### config.mk
export PLATFORM = sky130hd
export DESIGN_NAME = lpht_slot_ram
export DESIGN_NICKNAME = d
export VERILOG_FILES = /design/src/rtl/lpht_pkg.sv /design/src/rtl/lpht_slot_ram.sv
export SDC_FILE = /design/constraint.sdc
export NUM_CORES = 1
export LEC_CHECK = 0
export BUFFER_PORTS_ARGS = -buffer_cell sky130_fd_sc_hd__buf_4
export CAP_MARGIN = 10
export CORE_MARGIN = 5
export CORE_UTILIZATION = 50
export CTS_CLUSTER_DIAMETER = 40
export DETAILED_ROUTE_END_ITERATION = 8
export GPL_ROUTABILITY_DRIVEN = 0
export PLACE_DENSITY = 0.77
export SYNTH_ARGS = -nofsm -noshare
export SYNTH_HDL_FRONTEND = slang
export SYNTH_SLANG_ARGS = --single-unit
### constraint.sdc
create_clock -name clk -period 2.25 [get_ports clk]
set_input_delay 0.3375 -clock clk [delete_from_list [all_inputs] [get_ports clk]]
set_output_delay 0.3375 -clock clk [all_outputs]
set_load 0.1 [all_outputs]
### src/rtl/lpht_pkg.sv
`timescale 1ns / 1ps
`default_nettype none

package lpht_pkg;

  // Default geometry of the table
  localparam int SLOTS_DEF      = 256;
  localparam int KEY_BITS_DEF   = 32;
  localparam int VALUE_BITS_DEF = 64;

  // Hash word, folded into the start slot one digit per cycle when SLOTS is not a power of two
  localparam int HASH_W      = 32;
  localparam int DIGIT_W     = 8;
  localparam int HASH_DIGITS = HASH_W / DIGIT_W;

  // Fill limit register
  localparam int                    MAX_FILL_W   = 9;
  localparam logic [MAX_FILL_W-1:0] MAX_FILL_RST = 9'd192;

  // Operation codes
  typedef enum logic [1:0] {
    OP_SET = 2'd0,
    OP_GET = 2'd1,
    OP_DEL = 2'd2,
    OP_NOP = 2'd3
  } op_t;

  // Slot status codes
  localparam int ST_W = 2;
  typedef enum logic [ST_W-1:0] {
    ST_EMPTY = 2'd0,
    ST_USED  = 2'd1,
    ST_TOMB  = 2'd2
  } slot_st_t;

endpackage

`default_nettype wire

### src/rtl/lpht_slot_ram.sv
`timescale 1ns / 1ps
`default_nettype none

module lpht_slot_ram #(
  parameter int DEPTH = lpht_pkg::SLOTS_DEF,
  parameter int WIDTH = lpht_pkg::ST_W
) (
  input  wire                      clk,
  input  wire                      we,
  input  wire  [$clog2(DEPTH)-1:0] waddr,
  input  wire  [WIDTH-1:0]         wdata,
  input  wire  [$clog2(DEPTH)-1:0] raddr,
  output logic [WIDTH-1:0]         rdata
);

  logic [WIDTH-1:0] mem [DEPTH];

  // Write one entry, read one entry with registered data
  always_ff @(posedge clk) begin
    if (we) begin
      mem[waddr] <= wdata;
    end
    rdata <= mem[raddr];
  end

endmodule

`default_nettype wire

==> results of run 1 <==
flip-flops by register name, summed over array words and instances (netlist names):
signal and count:
mem 512, rdata 2
routing by layer:
| metal | GRT usage | wire [um] | up-vias |
|---|---|---|---|
| met2 | 0.353 | 25100 | 783 |
| met4 | 0.0710 | 1660 | 0 |
| met1 | 0.287 | 18200 | 6149 |
| li1 | - | - | 5132 |
| met3 | 0.0428 | 5390 | 116 |
| met5 | 0 | 0 | - |
synthesized netlist by cell type (all sizes together) (7+ instances only):
cell / n / area (sq um)
clkbuf: 55 / 214
buf: 34 / 375
a21oi: 9 / 45.0
nor2: 268 / 1010
a2111oi: 8 / 82.6
edfxtp: 512 / 15400
mux2: 8 / 90.1
a22o: 8 / 70.1
mux4: 102 / 2370
a221oi: 7 / 61.3
nand3: 27 / 135
mux2i: 61 / 611
nand2: 29 / 109
a211oi: 11 / 87.6
o21ai: 17 / 85.1
o221ai: 16 / 140
nand4: 9 / 56.3
o22ai: 8 / 56.3
nor2b: 11 / 68.8
path summary, 6_finish.rpt:
kind | endpoint
max | rdata[0]
min | mem[147][0]
max reg2reg | rdata[0]
min reg2reg | rdata[1]
logic make-up (layout without fill, tap and decap cells):
family / Yosys count / after routing / synth area share
DFF: 514 / 514 / 0.721
and+or+nand+nor: 354 / 354 / 0.0676
muxes: 171 / 171 / 0.144
AOI/OAI and AO/OA: 107 / 107 / 0.0386
buffers and inverters: 96 / 252 / 0.0292
power groups by stage:
stage	logic, mW	registers, mW	clock network (mW)
floorplan	0.626	10.8	0
global placement	1.17	10.8	0
detailed placement	1.19	10.8	0
CTS	1.20	10.6	8.83
global route	1.28	10.6	9.25
finish	1.22	10.6	8.75
critical path, cell delays in order, from the launching register on:
cell,delay (ns)
edfxtp_1,0.37
mux4_2,0.48
a2111oi_1,0.45
buf_4,0.18
o21ai_1,0.09
a31oi_1,0.24
buf_4,0.19
a211oi_2,0.04
cell type report:
class / instances / share of cell area
Timing Repair Buffer: 146 / 0.0534
Clock buffer: 66 / 0.0573
Tap cell: 539 / 0.0275
Sequential cell: 514 / 0.628
Inverter: 6 / 0.000917
Clock inverter: 34 / 0.0148
Multi-Input combinational cell: 632 / 0.218
==> flow_summary.yaml, run 1 <==
cts:
  post_cts_resized: 0
  cts_max_level: 2
  cts_tree: "done"
  clockRootBuffer: "clkbuf_16"
  clk_latency_ns: 0.59
  path_clk_slew_ns: 0.06
  ctsHoldBuffers: 0
  cts_setup_buffers: 0
  numCtsBuffers: 54
  cts_max_path_buffers: 3
  cts_sinks: 514
pwr:
  total_power_mw: 20.5
  power.share.sequential: 0.515
  clkPwrFrac: 0.426
  pwr_density_cell_nw_per_um2: 836
  vdd.ir_drop.worst_uv: 702
  share_comb_of_total_power: 0.059
  p_sw_frac: 0.216
  cellLeakagePower_nw: 7.86
  power.internal_mw: 16.1
  switchingPower_mw: 4.43
yosys:
  ys_ff_latch: 514
  synth_fp_nets: 1262
  syn_avg_cell_area_sq_um: 17.2
  async_flop_share: 0
  synth_top_flop_cell: "edfxtp_1"
  syn_area_sq_um: 21400
  synth_edf_count: 512
  ys_seq_area_frac: 0.721
  syn_inst: 1242
  synth.distinct_cells: 51
  synth_warnings: 0
placement:
  dp.cells: 1837
  place_worst_setup_slack_ns: -0.343
  port_buffers: 21
  hpwl_um: 32400
  placedInstanceArea_sq_um: 22800
setup_path:
  crit_start: "mem[132][0]"
  reg2reg_slack_ns: 0.1
  cp.arrival_ns: 2.61
  critical_path_class: "reg -> reg"
  critPathLaunchType: "flip-flop"
  crit_fanout: 1
  end_kind: "flip-flop"
  worst_r2r_path_depth: 7
  required_ns: 2.71
  r2r_start: "mem[132][0]"
route:
  drc: 0
  dr.first_iter.drc_count: 1541
  wl_per_cell_um: 26.0
  drtPass1Iterations: 5
  via_count: 12180
  routed_wirelength_um: 50300
  avgViaCountPerCell: 6.29
  ant_nets: 0
cells_and_area:
  post-route-util: 0.583
  layout_commonest_cell: "edfxtp_1"
  final_layout_size_suffix_gt1_frac: 0.235
  fill_cells: 2969
  fin_area_sq_um: 24600
  multiInputGateArea_sq_um: 5360
  area.sequential_sq_um: 15400
  diodes: 0
  fin_cells: 1937
  syn_to_final_growth_pct: 14.8
  layout_common_cells: "edfxtp_1 (512), nor2_1 (268), buf_4 (127)"
  final_nets: 1374
die:
  die_area_sq_um: 47000
  die_h_um: 217
  dieWidth_um: 217
  rows: 75
  ios: 22
  core_sq_um: 42100
  initial_core_util: 0.507
sta:
  hold_violations: 0
  setup_ws_ns: 0.0959
  worst_pin_slew_ns: 0.622
  final.setup.tns_ns: 0
  min_period_over_period: 0.957
  timing.hold.ws_ns: 0.201
  skew_ns: 0.0265
  finalMaxSlewViolations: 0
  fin_crit_ns: 2.15
  slew-limit-headroom: 0.582
  setup_viol: 0
  max_freq_mhz: 464
worst_hold_path:
  hold_depth: 1
  hp-class: "in -> reg"
  min_from: "wdata[0]"
global_routing:
  grt_max_degree: 82
  grt.total_usage: 0.213
  gr-total-overflow: 0
  antenna_found_initial: 0
  grt_pass1_wl_um: 75600
  grt_pass1_vias: 12359
run_status:
  status: "complete, no violations"
job:
  drv_cap: 0
(Power assumes the default switching activity.)
==> run 2, diff against run 1 <==
CORE_UTILIZATION = 33   (was 50)
PLACE_DENSITY = 0.59   (was 0.77)
SLEW_MARGIN = 40   (was not set)
==> flow_summary.yaml, run 2 (synthesis results as in run 1) <==
pwr:
  total_power_mw: 23.4
  vdd.ir_drop.worst_uv: 485
  pwr_density_cell_nw_per_um2: 902
  cellLeakagePower_nw: 8.38
cts:
  post_cts_resized: 0
  cts_setup_buffers: 0
  cts_max_path_buffers: 3
  cts_max_level: 3
  path_clk_slew_ns: 0.05
  ctsHoldBuffers: 0
  cts_sinks: 514
  clockRootBuffer: "clkbuf_16"
  cts_tree: "done"
  clk_latency_ns: 0.59
  numCtsBuffers: 75
setup_path:
  required_ns: 2.72
  end_kind: "flip-flop"
  critical_path_class: "reg -> reg"
  cp.arrival_ns: 2.64
  crit_fanout: 1
  critPathLaunchType: "flip-flop"
job:
  drv_cap: 0
cells_and_area:
  post-route-util: 0.404
  diodes: 0
  regMostFlops: "mem"
  fin_area_sq_um: 26000
  layout_commonest_cell: "edfxtp_1"
  syn_to_final_growth_pct: 21.6
  final_nets: 1414
  largest_reg_flops: 512
  final_layout_size_suffix_gt1_frac: 0.261
  top_regs: "mem: 512 flops, rdata: 2 flops"
  layout_common_cells: "edfxtp_1 (512), nor2_1 (268), buf_4 (131)"
sta:
  worst_pin_slew_ns: 0.525
  max_freq_mhz: 462
  rsz0062_at_grt: "no"
  setup_viol: 0
  hold_violations: 0
  min_period_over_period: 0.962
  skew_ns: 0.0162
  fin_crit_ns: 2.17
  finalMaxSlewViolations: 0
  slew-limit-headroom: 0.649
die:
  rows: 93
  die_area_sq_um: 70000
  dieWidth_um: 265
  ios: 22
  initial_core_util: 0.332
  core_sq_um: 64300
  die_h_um: 265
route:
  via_count: 12052
  avgViaCountPerCell: 5.22
  routed_wirelength_um: 54200
  ant_nets: 0
  wl_per_cell_um: 23.5
  dr.first_iter.drc_count: 1035
  drc: 0
  drtPass1Iterations: 5
global_routing:
  grt.total_usage: 0.153
  grt_pass1_wl_um: 80700
  gr-total-overflow: 0
  grt_pass1_vias: 12684
  antenna_found_initial: 3
  grt_max_degree: 80
placement:
  placedInstanceArea_sq_um: 23500
  hpwl_um: 34800
  port_buffers: 21
run_status:
  status: "complete, no violations"
worst_hold_path:
  hp-class: "in -> reg"
run 2: metal layers:
| layer | routed length, um | global-route usage | vias up |
|---|---|---|---|
| met5 | 45 | 0 | - |
| met4 | 1750 | 0.0522 | 6 |
| met3 | 4050 | 0.0396 | 125 |
| met2 | 26000 | 0.248 | 437 |
| met1 | 22300 | 0.203 | 6229 |
| li1 | - | - | 5255 |
run 2: metrics by stage:
stage	hold slack [ns]	instances	setup slack, ns	TNS (ns)
after global placement	0.742	2172	-0.421	-0.638
after CTS	0.112	2309	0.0507	0
final	0.138	2309	0.0847	0
after detailed placement	0.745	2172	-0.391	-0.739
after floorplan	0.436	1242	0.150	0
after global routing	0.120	2309	0.00177	0
run 2: power breakdown:
part / internal [mW] / switching (mW)
clock network: 7.30 / 4.27
logic: 0.524 / 0.775
registers: 10.6 / 0.0170
total: 18.4 / 5.06
run 2: worst paths after layout:
path | from | end | slack [ns] | depth (start not counted)
setup / recovery | mem[73][0] | rdata[0] | 0.08 | 7
hold / removal | wdata[1] | mem[149][1] | 0.14 | 1
setup reg to reg | mem[73][0] | rdata[0] | 0.08 | 7
hold reg to reg | mem[96][1] | rdata[1] | 1.05 | 6
run 2: area by class of cell:
type	count	area [sq um]
multi-input cells	632	5350
clock buffers	90	1950
fillers	5773	38400
flip-flops and latches	514	15400
well taps	855	1070
repair buffers	165	1640
clock inverters	47	541
inverters	6	22.5
run 2: worst max-delay path: stages (launching register included):
cell and delay, ns:
edfxtp_1 0.36, mux4_1 0.53, a22o_1 0.24, a2111oi_2 0.41, o31ai_1 0.14, buf_4 0.15
o22ai_1 0.16, a211oi_2 0.05
==> run 3, diff against run 2 <==
==> constraint.sdc (replaced) <==
create_clock -name clk -period 2.25 [get_ports clk]
set_input_delay 0 -clock clk [delete_from_list [all_inputs] [get_ports clk]]
set_output_delay 0 -clock clk [all_outputs]
set_load 0.1 [all_outputs]
==> flow_summary.yaml, run 3 (synthesis results as in run 1) <==
cells_and_area:
  multiInputGateArea_sq_um: 5350
  layout_commonest_cell: "edfxtp_1"
  final_layout_size_suffix_gt1_frac: 0.230
  diodes: 0
  layout_common_cells: "edfxtp_1 (512), nor2_1 (268), buf_4 (85)"
  area.sequential_sq_um: 15400
  top_regs: "mem: 512 flops, rdata: 2 flops"
  fill_cells: 5781
  largest_reg_flops: 512
  fin_area_sq_um: 25500
  regMostFlops: "mem"
  final_nets: 1363
  syn_to_final_growth_pct: 19.1
pwr:
  switchingPower_mw: 5.14
  power.share.sequential: 0.455
  p_sw_frac: 0.221
  share_comb_of_total_power: 0.052
  pwr_density_cell_nw_per_um2: 913
  power.internal_mw: 18.1
  cellLeakagePower_nw: 8.05
  clkPwrFrac: 0.493
  vdd.ir_drop.worst_uv: 512
cts:
  numCtsBuffers: 73
  clk_latency_ns: 0.60
  cts_setup_buffers: 0
  cts_tree: "done"
  cts_sinks: 514
  path_clk_slew_ns: 0.06
  cts_max_level: 3
  clockRootBuffer: "clkbuf_16"
  cts_max_path_buffers: 3
run_status:
  status: "complete, no violations"
die:
  dieWidth_um: 265
  ios: 22
  initial_core_util: 0.332
  core_sq_um: 64300
  die_h_um: 265
  rows: 93
  die_area_sq_um: 70000
sta:
  slew-limit-headroom: 0.558
  setup_ws_ns: 0.140
  rsz0062_at_grt: "no"
  min_period_over_period: 0.938
  hold_violations: 0
  skew_ns: 0.0206
  worst_pin_slew_ns: 0.662
  finalMaxSlewViolations: 0
  max_freq_mhz: 474
  final.setup.tns_ns: 0
  fin_crit_ns: 2.11
  setup_viol: 0
placement:
  placedInstanceArea_sq_um: 22900
  port_buffers: 21
  hpwl_um: 33800
  place_worst_setup_slack_ns: 0.0700
global_routing:
  grt.total_usage: 0.153
  antenna_found_initial: 2
  gr-total-overflow: 0
  grt_pass1_wl_um: 80200
  grt_max_degree: 79
  grt_pass1_vias: 12488
route:
  dr.first_iter.drc_count: 1024
  drc: 0
  routed_wirelength_um: 54700
  drtPass1Iterations: 5
  avgViaCountPerCell: 5.29
  via_count: 11942
  ant_nets: 0
  wl_per_cell_um: 24.2
worst_hold_path:
  hp-class: "in -> reg"
setup_path:
  cp.arrival_ns: 2.58
  end_kind: "flip-flop"
  critical_path_class: "reg -> reg"
  required_ns: 2.72
  crit_fanout: 1
  critPathTopFamily: "compound AO/OA/AOI/OAI gates"
  cpMaxStageDelayCell: "mux4_2"
  critPathLaunchType: "flip-flop"
  cpPeakStageDelay_ns: 0.46
  cp_cell_sequence: "mux4_2 > a22o_1 > a2111oi_2 > buf_4 > o31ai_1 > o22ai_2 > a311oi_2"
  critPathBufInv: 1
job:
  drv_cap: 0
-- run 3: path summary, 6_finish.rpt --
| path | start | endpoint | slack, ns | cells after the start |
|---|---|---|---|---|
| setup reg to reg | mem[8][1] | rdata[1] | 0.14 | 7 |
| setup / recovery | mem[8][1] | rdata[1] | 0.14 | 7 |
| hold / removal | waddr[4] | mem[55][0] | 0.11 | 4 |
| hold reg to reg | mem[226][1] | rdata[1] | 1.10 | 5 |
-- run 3: metal layers --
layer  vias to the layer above  part of all wire  wire length, um  track usage
met2                       454              0.49            26700        0.252
li1                       5166                 -                -            -
met3                       100             0.074             4070       0.0372
met1                      6218              0.41            22500        0.203
met4                         4             0.025             1360       0.0464
met5                         -           0.00062               34            0
-- run 3: stage by stage --
stage / cells / utilization / power (mW) / hold WS (ns)
6_report: 2257 / 0.396 / 23.2 / 0.109
2_1_floorplan: 1242 / - / 11.4 / 0.0989
3_5_place_dp: 2113 / 0.356 / 12.0 / 0.503
4_1_cts: 2257 / 0.396 / 23.4 / 0.0754
3_3_place_gp: 2113 / 0.356 / 12.0 / 0.499
5_1_grt: 2257 / 0.396 / 23.9 / 0.110
-- run 3: worst min-delay path: stages --
cell     delay [ns]
buf_4          0.14
nand3_1        0.07
buf_4          0.22
nor2_1         0.10
-- run 3: area by class of cell --
cell class	count	share of cell area
flip-flops and latches	514	0.605
multi-input cells	632	0.210
clock buffers	79	0.0743
repair buffers	116	0.0446
well taps	855	0.0420
clock inverters	55	0.0231
inverters	6	0.000884
-- run 3: power by group through the flow --
stage	Combinational (mW)	Clock [mW]	Sequential, mW
after floorplan	0.626	0	10.8
after global placement	1.19	0	10.8
after detailed placement	1.20	0	10.8
after CTS	1.21	11.6	10.6
after global routing	1.28	12.0	10.6
final	1.21	11.5	10.6
-- run 3: repair_timing --
item / 4_1_cts / 5_1_grt
gates resized for setup: 0 / 0
hold endpoints to repair: 171 / 0
endpoints found under the setup margin: 0 / 0
hold buffers: 10 / 0
